==> src/rtl/lspd_pkg.sv <==
package lspd_pkg;

    localparam int ANGLE_BINS   = 360;
    localparam int FULL_TURN_Q6 = ANGLE_BINS * 64;

    typedef enum logic [3:0] {
        P_SYNC0, P_SYNC1, P_TYPE, P_COUNT, P_START0, P_START1,
        P_END0, P_END1, P_CSUM0, P_CSUM1, P_SAMPLE
    } t_parse;

    typedef enum logic [2:0] {
        B_IDLE, B_DIV, B_CORR, B_WRAP, B_LOOK, B_DECIDE, B_OUT
    } t_back;

    // sample job handed from parser to compute side
    typedef struct packed {
        logic        clear_marks;
        logic [7:0]  total;
        logic [14:0] start_q6;
        logic [14:0] span_q6;
        logic [13:0] distance;
        logic [9:0]  intensity;
        logic [7:0]  index;
    } t_job;

    // CORDIC arctangent steps in 2^-16 degree
    function automatic logic [21:0] arc_q16(input logic [4:0] i);
        logic [21:0] v;
        unique case (i)
            5'd0:    v = 22'd2949120;
            5'd1:    v = 22'd1740967;
            5'd2:    v = 22'd919879;
            5'd3:    v = 22'd466945;
            5'd4:    v = 22'd234379;
            5'd5:    v = 22'd117304;
            5'd6:    v = 22'd58666;
            5'd7:    v = 22'd29335;
            5'd8:    v = 22'd14668;
            5'd9:    v = 22'd7334;
            5'd10:   v = 22'd3667;
            5'd11:   v = 22'd1833;
            5'd12:   v = 22'd917;
            5'd13:   v = 22'd458;
            5'd14:   v = 22'd229;
            5'd15:   v = 22'd115;
            5'd16:   v = 22'd57;
            5'd17:   v = 22'd29;
            5'd18:   v = 22'd14;
            5'd19:   v = 22'd7;
            5'd20:   v = 22'd4;
            5'd21:   v = 22'd2;
            5'd22:   v = 22'd1;
            default: v = 22'd0;
        endcase
        return v;
    endfunction

endpackage

==> src/rtl/lspd_queue.sv <==
module lspd_queue (
    input  logic           i_clk,
    input  logic           i_rst_n,
    input  logic           i_valid,
    input  lspd_pkg::t_job i_job,
    output logic           o_ready,
    output logic           o_valid,
    output lspd_pkg::t_job o_job,
    input  logic           i_ready
);
    lspd_pkg::t_job r_q [2];
    logic [1:0] r_cnt;
    logic       r_wp, r_rp;
    logic       w_push, w_pop;

    assign o_ready = r_cnt != 2'd2;
    assign o_valid = r_cnt != 2'd0;
    assign o_job   = r_q[r_rp];
    assign w_push  = i_valid && o_ready;
    assign w_pop   = o_valid && i_ready;

    always_ff @(posedge i_clk) begin
        if (w_push) r_q[r_wp] <= i_job;
        if (!i_rst_n) begin
            r_cnt <= '0; r_wp <= 1'b0; r_rp <= 1'b0;
        end else begin
            if (w_push) r_wp <= ~r_wp;
            if (w_pop)  r_rp <= ~r_rp;
            r_cnt <= r_cnt + 2'(w_push) - 2'(w_pop);
        end
    end
endmodule

==> config.mk <==
export PLATFORM = sky130hd
export DESIGN_NAME = lspd_queue
export DESIGN_NICKNAME = d
export VERILOG_FILES = /design/src/rtl/lspd_pkg.sv /design/src/rtl/lspd_queue.sv
export SDC_FILE = /design/constraint.sdc
export NUM_CORES = 1
export LEC_CHECK = 0
export ABC_AREA = 1
export BUFFER_PORTS_ARGS = -buffer_cell sky130_fd_sc_hd__buf_2
export CELL_PAD_IN_SITES_DETAIL_PLACEMENT = 1
export CELL_PAD_IN_SITES_GLOBAL_PLACEMENT = 1
export CORE_MARGIN = 2
export CORE_UTILIZATION = 40
export DETAILED_ROUTE_END_ITERATION = 10
export PLACE_DENSITY_LB_ADDON = 0.1
export SLEW_MARGIN = 20
export SYNTH_ARGS = -nofsm -noshare
export SYNTH_HDL_FRONTEND = slang
export SYNTH_SLANG_ARGS = --single-unit
export TNS_END_PERCENT = 1
==> constraint.sdc <==
create_clock -name i_clk -period 4.4 [get_ports i_clk]
set_clock_uncertainty 0.05 [all_clocks]
set_input_delay 0.88 -clock i_clk [delete_from_list [all_inputs] [get_ports i_clk]]
set_output_delay 0.88 -clock i_clk [all_outputs]
set_load 0.01 [all_outputs]
======== Yosys cells after proc, flatten, opt, wreduce, memory -nomap -nowiden ========
Memory sizes are Yosys's and may differ from the RTL's. A register that Yosys moved wholly into a read port is not among the register bits.
Cells that the tools add are included.
word-level totals
  flip-flop bits (word level) ............. 4
  bits in latches ......................... 0
  bits in writable memories ............... 142
  memory bits (read-only) ................. 0
  input bits .............................. 75
  output and inout port bits .............. 73
  logic and storage cells ................. 16
  memories ................................ 1
cells by class
  add/subtract/negate cells ............... 2
  $mul .................................... 0
  divide/modulo/power cells ............... 0
  order comparisons ....................... 0
  equal/unequal tests ..................... 1
  shifts and indexed selects .............. 0
  muxes and demuxes ....................... 4
  bitwise gates (word level) .............. 2
  reductions and logical operators ........ 3
memory list
  name  words  width  rd ports  clocked after memory_dff  write ports  line              RTL
  r_q   2      71     1         1                         1            lspd_queue.sv:11  lspd_pkg::t_job r_q [2];
operators with widths
  cell                  count
  $mux W1               4
  $add A2 B1 Y2         1
  $logic_and A1 B1 Y1   2
  $ne A2 B2 Y1 const B  1
  $not A1 Y1            2
  $reduce_bool A2 Y1    1
  $sub A2 B1 Y2         1

======== Logic depth before layout (Yosys ltp) ========
  depth in word-level cells ............... 4
  mapped depth ............................ 11
  depth with buffers taken out ............ 11

======== Worst setup path after synthesis ========
Ideal clock, no wire load.
  path kind ............................... input to register
  start point ............................. in i_valid
  end point ............................... mem r_q[0][0] (netlist name) (enable)
  setup time .............................. 0.500 ns
  arrival ................................. 3.917 ns
  data required time ...................... 3.850 ns
  slack ................................... -0.067 ns
  stages .................................. 2
  path buffers ............................ 0
  cells stage by stage .................... nand2_1 -> nor2_1
on the way
  longest elaborated chain between the ends .. 3
RTL lines
  element                        line              RTL
  start, declared                lspd_queue.sv:4   input logic i_valid,
  $logic_and A1 B1 Y1            lspd_queue.sv:19  assign w_push = i_valid && o_ready;
  $mux W1                        lspd_queue.sv:23  if (w_push) r_q[r_wp] <= i_job;
  $mux W1 (not written as such)  lspd_queue.sv:23
  end, declared                  lspd_queue.sv:11
No other way between the ends.

==> impl_metrics.tcl <==
set metrics [dict create \
    outcome "complete, no violations" \
    ys.flop_type "edfxtp_1" \
    hold_violations 0 \
    timing.fmax_mhz 320 \
    dr.pass1.iters 4 \
    core-area_um2 13900 \
    worstSetupPathType "register to output port" \
    p_leak_nw 2.87 \
    period_share_pct 71.1 \
    fin_setup_tns_ns 0 \
    yosysTopAreaCell "edfxtp_1" \
    antennaDiodeCount 0 \
    ys_seq_area_share_pct 76.3 \
    cts_buffer_depth 2 \
    synthTopCellsByCount "edfxtp_1 (142), mux2_4 (70), nand2_1 (9), nor2_1 (8)" \
    gp_congestion 0.705 \
    grt_start_max_net_pins 55 \
    min_period_ns 3.13 \
    setup_viol 0 \
    wl_mm 10.2 \
    portBuffers 147 \
    grt_antenna_before_repair 0 \
    ir_worst_vdd_v 0.000286 \
    grt_pass1_wl_mm 15.3 \
    clockRootBuffer "clkbuf_16" \
    final_nets 497 \
    p_per_area_nw_per_um2 598 \
    required_ns 3.47 \
    relSlewSlack_pct 53.3 \
    synth_top_area_share_pct 74.6 \
    rsz0062_at_grt "false" \
    grt-ovfl-total 0 \
    hp-class "register to register" \
    rr_startpoint "r_cnt[0]" \
    grt_pass1_vias 2935 \
    postCtsHoldBufs 0 \
    worstPathArrival_ns 2.20 \
    io_pins 148 \
    drive_above_1_share_pct 58.2 \
    endpoint "o_job[28]" \
    synth.distinct_cells 12 \
    finalMaxSlewViolations 0 \
    cts_resized 0 \
    drc_errors 0 \
    multi_input_area_um2 1180 \
    synth_area_um2 5720 \
    ys_seq_elements 147 \
    core.rowCount 43 \
    yosys_warnings 0 \
    synth_enable_flop_cells 142 \
    die_y_um 124 \
    cap_viol_max_count 0 \
    cts_setup_buffers 0 \
    cts.sinks 147 \
    dieArea_um2 15300 \
    crit_fanout 36 \
    worstSkewPairLatency_ns 0.41 \
    first_iter_violations 166 \
    avgSynthCellArea_um2 22.2 \
    htreeDepth 4 \
    rr_worst_depth 5 \
    vias 2779 \
    place_hpwl_mm 6.85 \
    vias_per_cell 4.53 \
    syn_nets 334 \
    fp.dieW_um 124 \
    synth_most_common_cell "edfxtp_1" \
    gr-usage-all-layers_pct 14.1 \
    netlist_instances 257 \
    reg2reg_slack_ns 2.49 \
    ys_top_cells_by_area "edfxtp_1 (75%), mux2_4 (18%), buf_12 (2.5%)" \
    end_kind "output port" \
    initial_core_util_pct 41.0 \
    place_ws_ns 1.67 \
    reg2reg_to "r_q[0][39]" \
    path_clk_slew_ns 0.05 \
    cts_made_buffers 17 \
    ant_nets 0 \
    setup_ws_ns 1.27 \
    tightest_slew_ns 0.701 \
    synthArstFlopShare_pct 0 \
    tritoncts "done" \
    critPathLaunchType "register" \
    layout.area.seq_um2 4370 \
    syn_to_final_growth_pct 25.7 \
    wl_per_cell_um 16.6 \
    fillers 1323 \
]
-- per-stage QoR --
step	hold WS [ns]	std cells	cell area [um2]	power (mW)	util [%]
2_1_floorplan	0.417	257	5720	2.61	-
3_3_place_gp	0.437	581	6590	2.88	47.3
6_report	0.452	613	7190	4.30	51.6
5_1_grt	0.501	613	7190	4.51	51.6
3_5_place_dp	0.437	581	6590	2.90	47.3
4_1_cts	0.452	613	7190	4.37	51.6
-- critical path, cell delays in order (launching register included) --
cell and delay, ns:
dfxtp_4 0.80, buf_4 0.47, mux2_4 0.35, buf_2 0.14
-- kinds of logic after synthesis --
logic type | Yosys count | synth area share [%]
AND/OR/NAND/NOR | 20 | 1.38
flip-flops | 147 | 76.3
adder cells (fa/ha/maj) | 2 | 0.438
buffers and inverters | 15 | 3.11
AO/OA/AOI/OAI | 2 | 0.175
multiplexers | 71 | 18.6
-- state kept, by name, indices dropped and copies added, names as in the netlist, named ones only --
name / count
r_cnt: 2
r_q: 142
r_rp: 1
r_wp: 1
-- placed cells by master, fill, tap and decap left out --
master / count
clkinv_4: 1
nor2_4: 1
buf_2: 147
edfxtp_1: 142
clkinv_2: 4
bufinv_16: 4
inv_1: 6
nor2_1: 7
mux2_4: 70
clkinvlp_4: 1
a21oi_1: 2
buf_12: 1
ha_1: 2
buf_4: 4
mux2_2: 1
clkbuf_16: 17
clkbuf_1: 3
dfxtp_1: 4
nand2_1: 9
clkinv_1: 3
dfxtp_4: 1
nand3_1: 3
-- routing by layer --
layer	up-vias	part of all wire, %	GRT usage (%)
met5	-	0	0
met4	0	2.3	7.39
met3	18	6.1	5.26
met2	89	53	24.1
met1	1345	38	15.0
li1	1327	-	-
-- layout make-up --
class	instances	area share, %
Clock inverter	12	2.26
Sequential cell	147	60.8
Inverter	7	0.383
Timing Repair Buffer	152	10.9
Clock buffer	20	6.07
Tap cell	180	3.13
Multi-Input combinational cell	95	16.5
-- worst min-delay path by stage --
stage	startpoint	endpoint	slack [ns]	cells past startpoint
finish	r_rp	register	0.45	2
global route	r_rp	register	0.50	2
CTS	r_rp	register	0.45	2
detailed placement	r_rp	register	0.44	2
global placement	r_rp	r_rp	0.44	2
floorplan	r_rp	register	0.42	2
-- where the power goes --
group	switching [mW]	total (mW)	internal, mW
Clock	0.519	1.46	0.940
Sequential	0.110	1.88	1.77
Combinational	0.452	0.960	0.508
Total	1.08	4.30	3.22
(Power assumes the default switching activity.)
