==> config.mk <==
export PLATFORM = sky130hd
export DESIGN_NAME = lspd_front
export DESIGN_NICKNAME = d
export VERILOG_FILES = /design/src/rtl/lspd_pkg.sv /design/src/rtl/lspd_front.sv
export SDC_FILE = /design/constraint.sdc
export NUM_CORES = 1
export LEC_CHECK = 0
export BUFFER_PORTS_ARGS = -buffer_cell sky130_fd_sc_hd__buf_2
export CORE_MARGIN = 3
export CORE_UTILIZATION = 45
export DETAILED_ROUTE_END_ITERATION = 16
export PLACE_DENSITY = 0.71
export SYNTH_ARGS = -nofsm -noshare
export SYNTH_HDL_FRONTEND = slang
export SYNTH_SLANG_ARGS = --single-unit
==> constraint.sdc <==
create_clock -name i_clk -period 4.4 [get_ports i_clk]
set_input_delay 0.22 -clock i_clk [delete_from_list [all_inputs] [get_ports i_clk]]
set_output_delay 0.22 -clock i_clk [all_outputs]
set_load 0.02 [all_outputs]
==> src/rtl/lspd_pkg.sv <==
package lspd_pkg;

    localparam int ANGLE_BINS   = 360;
    localparam int FULL_TURN_Q6 = ANGLE_BINS * 64;

    typedef enum logic [3:0] {
        P_SYNC0, P_SYNC1, P_TYPE, P_COUNT, P_START0, P_START1,
        P_END0, P_END1, P_CSUM0, P_CSUM1, P_SAMPLE
    } t_parse;

    typedef enum logic [2:0] {
        B_IDLE, B_DIV, B_CORR, B_WRAP, B_LOOK, B_DECIDE, B_OUT
    } t_back;

    // sample job handed from parser to compute side
    typedef struct packed {
        logic        clear_marks;
        logic [7:0]  total;
        logic [14:0] start_q6;
        logic [14:0] span_q6;
        logic [13:0] distance;
        logic [9:0]  intensity;
        logic [7:0]  index;
    } t_job;

    // CORDIC arctangent steps in 2^-16 degree
    function automatic logic [21:0] arc_q16(input logic [4:0] i);
        logic [21:0] v;
        unique case (i)
            5'd0:    v = 22'd2949120;
            5'd1:    v = 22'd1740967;
            5'd2:    v = 22'd919879;
            5'd3:    v = 22'd466945;
            5'd4:    v = 22'd234379;
            5'd5:    v = 22'd117304;
            5'd6:    v = 22'd58666;
            5'd7:    v = 22'd29335;
            5'd8:    v = 22'd14668;
            5'd9:    v = 22'd7334;
            5'd10:   v = 22'd3667;
            5'd11:   v = 22'd1833;
            5'd12:   v = 22'd917;
            5'd13:   v = 22'd458;
            5'd14:   v = 22'd229;
            5'd15:   v = 22'd115;
            5'd16:   v = 22'd57;
            5'd17:   v = 22'd29;
            5'd18:   v = 22'd14;
            5'd19:   v = 22'd7;
            5'd20:   v = 22'd4;
            5'd21:   v = 22'd2;
            5'd22:   v = 22'd1;
            default: v = 22'd0;
        endcase
        return v;
    endfunction

endpackage

==> src/rtl/lspd_front.sv <==
module lspd_front (
    input  logic                i_clk,
    input  logic                i_rst_n,
    input  logic [15:0]         i_header,
    input  logic                i_valid,
    input  logic [7:0]          i_byte,
    output logic                o_ready,
    output logic                o_job_valid,
    output lspd_pkg::t_job      o_job,
    input  logic                i_job_ready
);
    lspd_pkg::t_parse r_pos, n_pos;
    logic [7:0]  r_total, r_cnt, r_b0, r_b1, r_lo;
    logic [15:0] r_start, r_end;
    logic [1:0]  r_phase;
    logic        r_clr;
    logic        w_take;
    logic [14:0] w_s, w_e;
    logic [15:0] w_sa, w_ea;

    // a completed sample needs a free queue slot before the byte is taken
    assign o_ready = !(r_pos == lspd_pkg::P_SAMPLE && r_phase == 2'd2) || i_job_ready;
    assign w_take  = i_valid && o_ready;

    always_comb begin
        w_sa = {1'b0, r_start[15:1]};
        w_ea = {1'b0, r_end[15:1]};
        w_s  = 15'(w_sa >= 16'(lspd_pkg::FULL_TURN_Q6) ? w_sa - 16'(lspd_pkg::FULL_TURN_Q6) : w_sa);
        w_e  = 15'(w_ea >= 16'(lspd_pkg::FULL_TURN_Q6) ? w_ea - 16'(lspd_pkg::FULL_TURN_Q6) : w_ea);
        o_job.clear_marks = r_clr;
        o_job.total       = r_total;
        o_job.start_q6    = w_s;
        o_job.span_q6     = (w_e >= w_s) ? w_e - w_s : 15'(lspd_pkg::FULL_TURN_Q6) - w_s + w_e;
        o_job.distance    = {i_byte, r_b1[7:2]};
        o_job.intensity   = {r_b1[1:0], r_b0};
        o_job.index       = r_cnt;
        o_job_valid = i_valid && r_pos == lspd_pkg::P_SAMPLE && r_phase == 2'd2;
    end

    always_comb begin
        n_pos = r_pos;
        unique case (r_pos)
            lspd_pkg::P_SYNC0:  if (i_byte == i_header[7:0]) n_pos = lspd_pkg::P_SYNC1;
            lspd_pkg::P_SYNC1:  n_pos = (i_byte == i_header[15:8]) ? lspd_pkg::P_TYPE
                                                                  : lspd_pkg::P_SYNC0;
            lspd_pkg::P_TYPE:   n_pos = lspd_pkg::P_COUNT;
            lspd_pkg::P_COUNT:  n_pos = lspd_pkg::P_START0;
            lspd_pkg::P_START0: n_pos = lspd_pkg::P_START1;
            lspd_pkg::P_START1: n_pos = lspd_pkg::P_END0;
            lspd_pkg::P_END0:   n_pos = lspd_pkg::P_END1;
            lspd_pkg::P_END1:   n_pos = lspd_pkg::P_CSUM0;
            lspd_pkg::P_CSUM0:  n_pos = lspd_pkg::P_CSUM1;
            lspd_pkg::P_CSUM1:  n_pos = (r_total != 8'd0) ? lspd_pkg::P_SAMPLE
                                                          : lspd_pkg::P_SYNC0;
            lspd_pkg::P_SAMPLE: if (r_phase == 2'd2 && (r_cnt + 8'd1 >= r_total ||
                                    r_cnt == 8'hFF)) n_pos = lspd_pkg::P_SYNC0;
            default:            n_pos = lspd_pkg::P_SYNC0;
        endcase
    end

    always_ff @(posedge i_clk) begin
        if (!i_rst_n) begin
            r_pos <= lspd_pkg::P_SYNC0;
            r_total <= '0; r_cnt <= '0; r_phase <= '0; r_clr <= 1'b0;
            r_start <= '0; r_end <= '0;
        end else if (w_take) begin
            r_pos <= n_pos;
            case (r_pos)
                lspd_pkg::P_SYNC1:  if (i_byte == i_header[15:8]) r_clr <= 1'b1;
                lspd_pkg::P_COUNT:  r_total <= i_byte;
                lspd_pkg::P_START0: r_lo <= i_byte;
                lspd_pkg::P_START1: r_start <= {i_byte, r_lo};
                lspd_pkg::P_END0:   r_lo <= i_byte;
                lspd_pkg::P_END1:   r_end <= {i_byte, r_lo};
                lspd_pkg::P_CSUM1: begin
                    r_cnt <= '0; r_phase <= '0;
                end
                lspd_pkg::P_SAMPLE: begin
                    if (r_phase == 2'd0) begin
                        r_b0 <= i_byte; r_phase <= 2'd1;
                    end else if (r_phase == 2'd1) begin
                        r_b1 <= i_byte; r_phase <= 2'd2;
                    end else begin
                        r_phase <= 2'd0; r_cnt <= r_cnt + 8'd1; r_clr <= 1'b0;
                    end
                end
                default: ;
            endcase
        end
    end
endmodule

Word-level counts from Yosys, hierarchy flattened
Index checks and enable logic that the tools add are counted.
{"block": "word_totals", "input_bits": 28, "word_cells": 83, "out_inout_bits": 73, "ff_bits": 79}
{"block": "classes", "reduce_logical": 24, "n_eq_ne": 20, "addsub": 6, "bitwise_logic": 1, "n_mux": 18, "n_lt_le_gt_ge": 4}
{"op": "15-bit two-way mux", "n": 3}
{"op": "4-bit one-hot mux with 11 select lines", "n": 1}
{"op": "15-bit greater-or-equal comparator (second input constant)", "n": 2}
{"op": "15-bit subtractor (second input constant)", "n": 2}
{"op": "4-bit by 3-bit == test with 1-bit output (second input constant)", "n": 4}
{"op": "8-bit == test", "n": 2}
{"op": "8-bit two-way mux", "n": 2}
{"op": "8-bit one-hot mux with 2 select lines", "n": 1}
{"op": "15-bit adder", "n": 1}
{"op": "15-bit greater-or-equal comparator", "n": 1}
{"op": "15-bit subtractor", "n": 1}
{"op": "15-bit subtractor (first input constant)", "n": 1}
{"op": "4-bit == test (second input constant)", "n": 3}
{"op": "4-bit two-way mux", "n": 3}
{"op": "5-bit AND reduction", "n": 2}
{"op": "8-bit by 1-bit adder with 8-bit output (second input constant)", "n": 1}
{"op": "4-bit by 2-bit == test with 1-bit output (second input constant)", "n": 2}
{"op": "8-bit == test (second input constant)", "n": 1}
{"op": "8-bit greater-or-equal comparator", "n": 1}
{"op": "2-bit inequality test (second input constant)", "n": 4}
{"op": "2-bit AND reduction", "n": 4}
{"op": "4-bit AND reduction", "n": 2}
{"op": "8-bit nonzero test", "n": 1}
{"op": "2-bit two-way mux", "n": 3}
{"op": "other kinds (16)", "n": 25}

Longest topological paths before layout
{"block": "depth", "depth_word": 6, "ltp_mapped": 16, "ltp_nobuf": 15}

Least setup slack after synthesis
No wires, ideal clock.
{"block": "synth_path", "path_type": "register -> output", "start": "register r_start[10]", "end": "output o_job[44] (netlist name)", "required_time_ns": 4.180, "setup_slack_ns": 0.785, "n_path_buf": 0, "arrival_ns": 3.395, "path_stages_with_launch": 14, "path_cell_list": "dfxtp_1 -> inv_1 -> ha_1 -> or2_2 -> a31oi_1 -> xnor2_1 -> inv_1 -> fa_1 -> nor2b_1 -> inv_1 -> a311oi_2 -> o21bai_1 -> a211o_1 -> o211ai_1"}
{"item": "start, declared", "line": "lspd_front.sv:14", "rtl": "logic [15:0] r_start, r_end;"}
{"item": "start signal, assigned", "line": "lspd_front.sv:72", "rtl": "lspd_pkg::P_START1: r_start <= {i_byte, r_lo};"}
{"item": "end, declared", "line": "lspd_front.sv:9", "rtl": "output lspd_pkg::t_job o_job,"}

==> impl_metrics.toml <==
[setup_path]
reg2reg_depth = 11
cp_cell_sequence = "nor4_2, nand4_1, nor3_1, o31a_1, o211a_1, xor2_1, ha_1, and3_1, nand4_1, o41ai_2, nor3_1, or3_2, o2111a_1, buf_2"
cp_slowest_stage_delay_ns = 0.46
worstSetupPathType = "reg2out"
reg2reg_to = "r_total[1]"
crit_path_max_fanout = 6
cp-endpoint = "o_job[42]"
critPathCaptureType = "output port"
critPathSlowestCell = "or3_2"
cp.arrival_ns = 3.88
start_kind = "register"
regToRegStartpoint = "r_cnt[0]"
crit_start = "r_end[5]"
crit_required_ns = 4.18
ff2ff_setup_slack_ns = 1.68

[die]
die_x_um = 118
coreArea_sq_um = 12200
dieArea_sq_um = 13900
ios = 101
die_h_um = 118
placementRows = 40
start_util = 0.465

[cells_and_area]
drive_above_1_share = 0.173
regArea_sq_um = 1750
nets = 848
n_antenna_cell = 0
multi_input_area_sq_um = 3430
nFillCells = 1164
area_growth_pct = 14.2
stdcell_area_sq_um = 6460

[detailed_routing]
via_per_inst = 5.38
wirelength_um = 14500
detail-route-antenna-nets = 0
drt_iter0_drc = 301
dr_total_vias = 5050
dr.pass1.iters = 4
drc_errors = 0
routedWlPerCell_um = 15.5

[pwr]
power_density_nw_per_um2 = 234
ir_drop_uv = 229
cellLeakagePower_nw = 2.68

[synthesis]
syn_area_per_cell_sq_um = 8.20
yosysUniqueCellTypes = 63
ys_seq_area_frac = 0.310
syn_inst = 690
netlist_area_sq_um = 5660
ys.flop_type = "dfxtp_1"
synth_edf_count = 23
yosys_warnings = 0
async_flop_share = 0
ys_ff_latch = 76
synth_fp_nets = 773

[sta]
hold_ws_ns = 0.214
layout_min_cycle_time_ns = 4.10
slew_violations = 0
grt_setup_unrepaired = "no"
setup_viol = 0
max_freq_mhz = 244
min_period_over_period = 0.931
maxSlewHeadroom = 0.291
worst_slew_pin_slew_ns = 1.06
fin_skew_ns = 0.00514
setup_tns_ns = 0
hold_viol = 0

[cts]
cts_buffer_depth = 2
cts-root-buf = "clkbuf_16"
htree_levels = 3
path_clk_slew_ns = 0.06
clk_latency_ns = 0.33
tritoncts = "built"
postCtsSetupBuffers = 0
cts.sinks = 76
numCtsBuffers = 9

[run]
maxCapViolCount = 0

[placement]
numPortBuffers = 100
hpwlAfterDp_um = 11300
place_area_sq_um = 6150
gp_congestion = 0.907

[outcome]
status = "finished, final reports clean"

[global_route]
grt_max_degree = 43
overflow = 0
grt_pass1_wl_um = 24200
grt_pass1_vias = 4931
antenna_found_initial = 0
grt_usage = 0.209

[worst_hold_path]
min_path_type = "in2reg"
[area by class of cell]
type | instances | area share
multi-input combinational | 502 | 0.531
sequential | 76 | 0.271
timing repair buffer | 104 | 0.0821
inverter | 72 | 0.0418
clock buffer | 10 | 0.0354
tap | 168 | 0.0325
clock inverter | 6 | 0.00600
[cells in the mapped netlist (2+ instances only)]
cell	count	area (sq um)
a211o_1	2	17.5
a211oi_1	3	22.5
a21boi_0	3	22.5
a21o_1	3	22.5
a21oi_1	55	275
a22oi_1	2	15.0
a31oi_1	5	31.3
a32oi_1	2	17.5
and3_1	7	43.8
buf_2	6	30.0
buf_4	20	150
buf_6	2	22.5
clkbuf_1	12	45.0
dfxtp_1	53	1060
edfxtp_1	23	691
fa_1	12	240
ha_1	43	538
inv_1	71	267
mux2i_1	12	120
nand2_1	121	454
nand2b_1	5	31.3
nand3_1	12	60.1
nand3b_1	4	30.0
nand4_1	11	68.8
nor2_1	34	128
nor2b_1	10	62.6
nor3_1	12	60.1
nor4_1	8	50.1
o2111ai_1	4	35.0
o211a_1	2	20.0
o211ai_1	6	45.0
o21a_1	6	45.0
o21ai_0	24	120
o21ai_1	5	25.0
o21bai_1	3	22.5
o31ai_1	2	15.0
o41ai_1	2	17.5
or2_2	4	25.0
or3_1	6	37.5
or4_1	2	15.0
xnor2_1	31	272
xor2_1	19	166
[routing by layer]
metal	up-vias	track usage	wire, um
met5	-	0	0
met4	0	0.0571	185
met3	16	0.0394	917
met2	167	0.361	7120
met1	2382	0.265	6300
li1	2485	-	-
[timing repair]
action,in CTS,in global routing
endpoints found under the setup margin,0,12
resized for setup,0,6
hold buffers,0,0
[critical path: cells and delay by family, from the launching register on]
family,cells,cell delay [ns]
and+or+nand+nor,7,1.61
adders and majority gates,1,0.40
AOI/OAI and AO/OA,4,0.96
buffers and inverters,1,0.16
xor gates and xnor gates,1,0.08
DFF,1,0.35
[sequential cells by signal, summed over array words and instances (netlist names)]
register	count
r_start	15
r_lo	7
r_cnt	8
r_end	15
r_pos	4
r_b1	8
r_phase	2
r_b0	8
r_clr	1
r_total	8
[cells by family after synthesis]
family          Yosys count  synth area share
compound gates          143             0.164
fa+ha+maj                55             0.138
xor+xnor                 50            0.0774
flops                    76             0.310
mux                      12            0.0212
simple gates            242             0.198
buf+inv                 112            0.0916
[report_power, final]
part	internal, mW	switching [mW]
Combinational	0.0421	0.0674
Sequential	0.726	0.0152
Clock	0.381	0.281
Total	1.15	0.363
[placed cells by master, fill, tap and decap left out, types with 3 or more instances in the layout]
cell / netlist / routed
a211oi_1: 3 / 3
a21boi_0: 3 / 3
a21o_1: 3 / 3
a21oi_1: 55 / 55
a31oi_1: 5 / 4
and3_1: 7 / 7
buf_2: 6 / 100
buf_4: 20 / 4
clkbuf_16: 0 / 9
dfxtp_1: 53 / 53
edfxtp_1: 23 / 23
fa_1: 12 / 12
ha_1: 43 / 43
inv_1: 71 / 71
mux2i_1: 12 / 12
nand2_1: 121 / 121
nand2b_1: 5 / 5
nand3_1: 12 / 12
nand3b_1: 4 / 4
nand4_1: 11 / 11
nor2_1: 34 / 34
nor2b_1: 10 / 10
nor3_1: 12 / 12
nor4_1: 8 / 6
o2111ai_1: 4 / 4
o211ai_1: 6 / 6
o21a_1: 6 / 6
o21ai_0: 24 / 24
o21ai_1: 5 / 5
o21bai_1: 3 / 3
or2_2: 4 / 4
or3_1: 6 / 5
xnor2_1: 31 / 31
xor2_1: 19 / 19
[worst min path at each step]
stage,start,endpoint,slack [ns],cells past startpoint
CTS,i_byte[0],r_b0[0],0.21,1
global placement,r_end[1],r_end[1],0.47,2
detailed placement,r_clr,r_clr,0.47,2
finish,i_byte[0],r_b0[0],0.21,1
floorplan,i_byte[0],r_b0[0],0.32,0
global route,i_byte[0],r_b0[0],0.23,1
[metrics by stage]
step	cells	total power, mW	setup slack [ns]	utilization
5_1_grt	938	1.57	0.0102	0.531
4_1_cts	938	1.53	0.104	0.528
3_3_place_gp	922	0.862	0.603	0.506
3_5_place_dp	922	0.864	0.463	0.506
6_report	938	1.51	0.304	0.531
2_1_floorplan	690	0.827	0.785	-
Note: power is estimated with default switching activity, not from simulation.
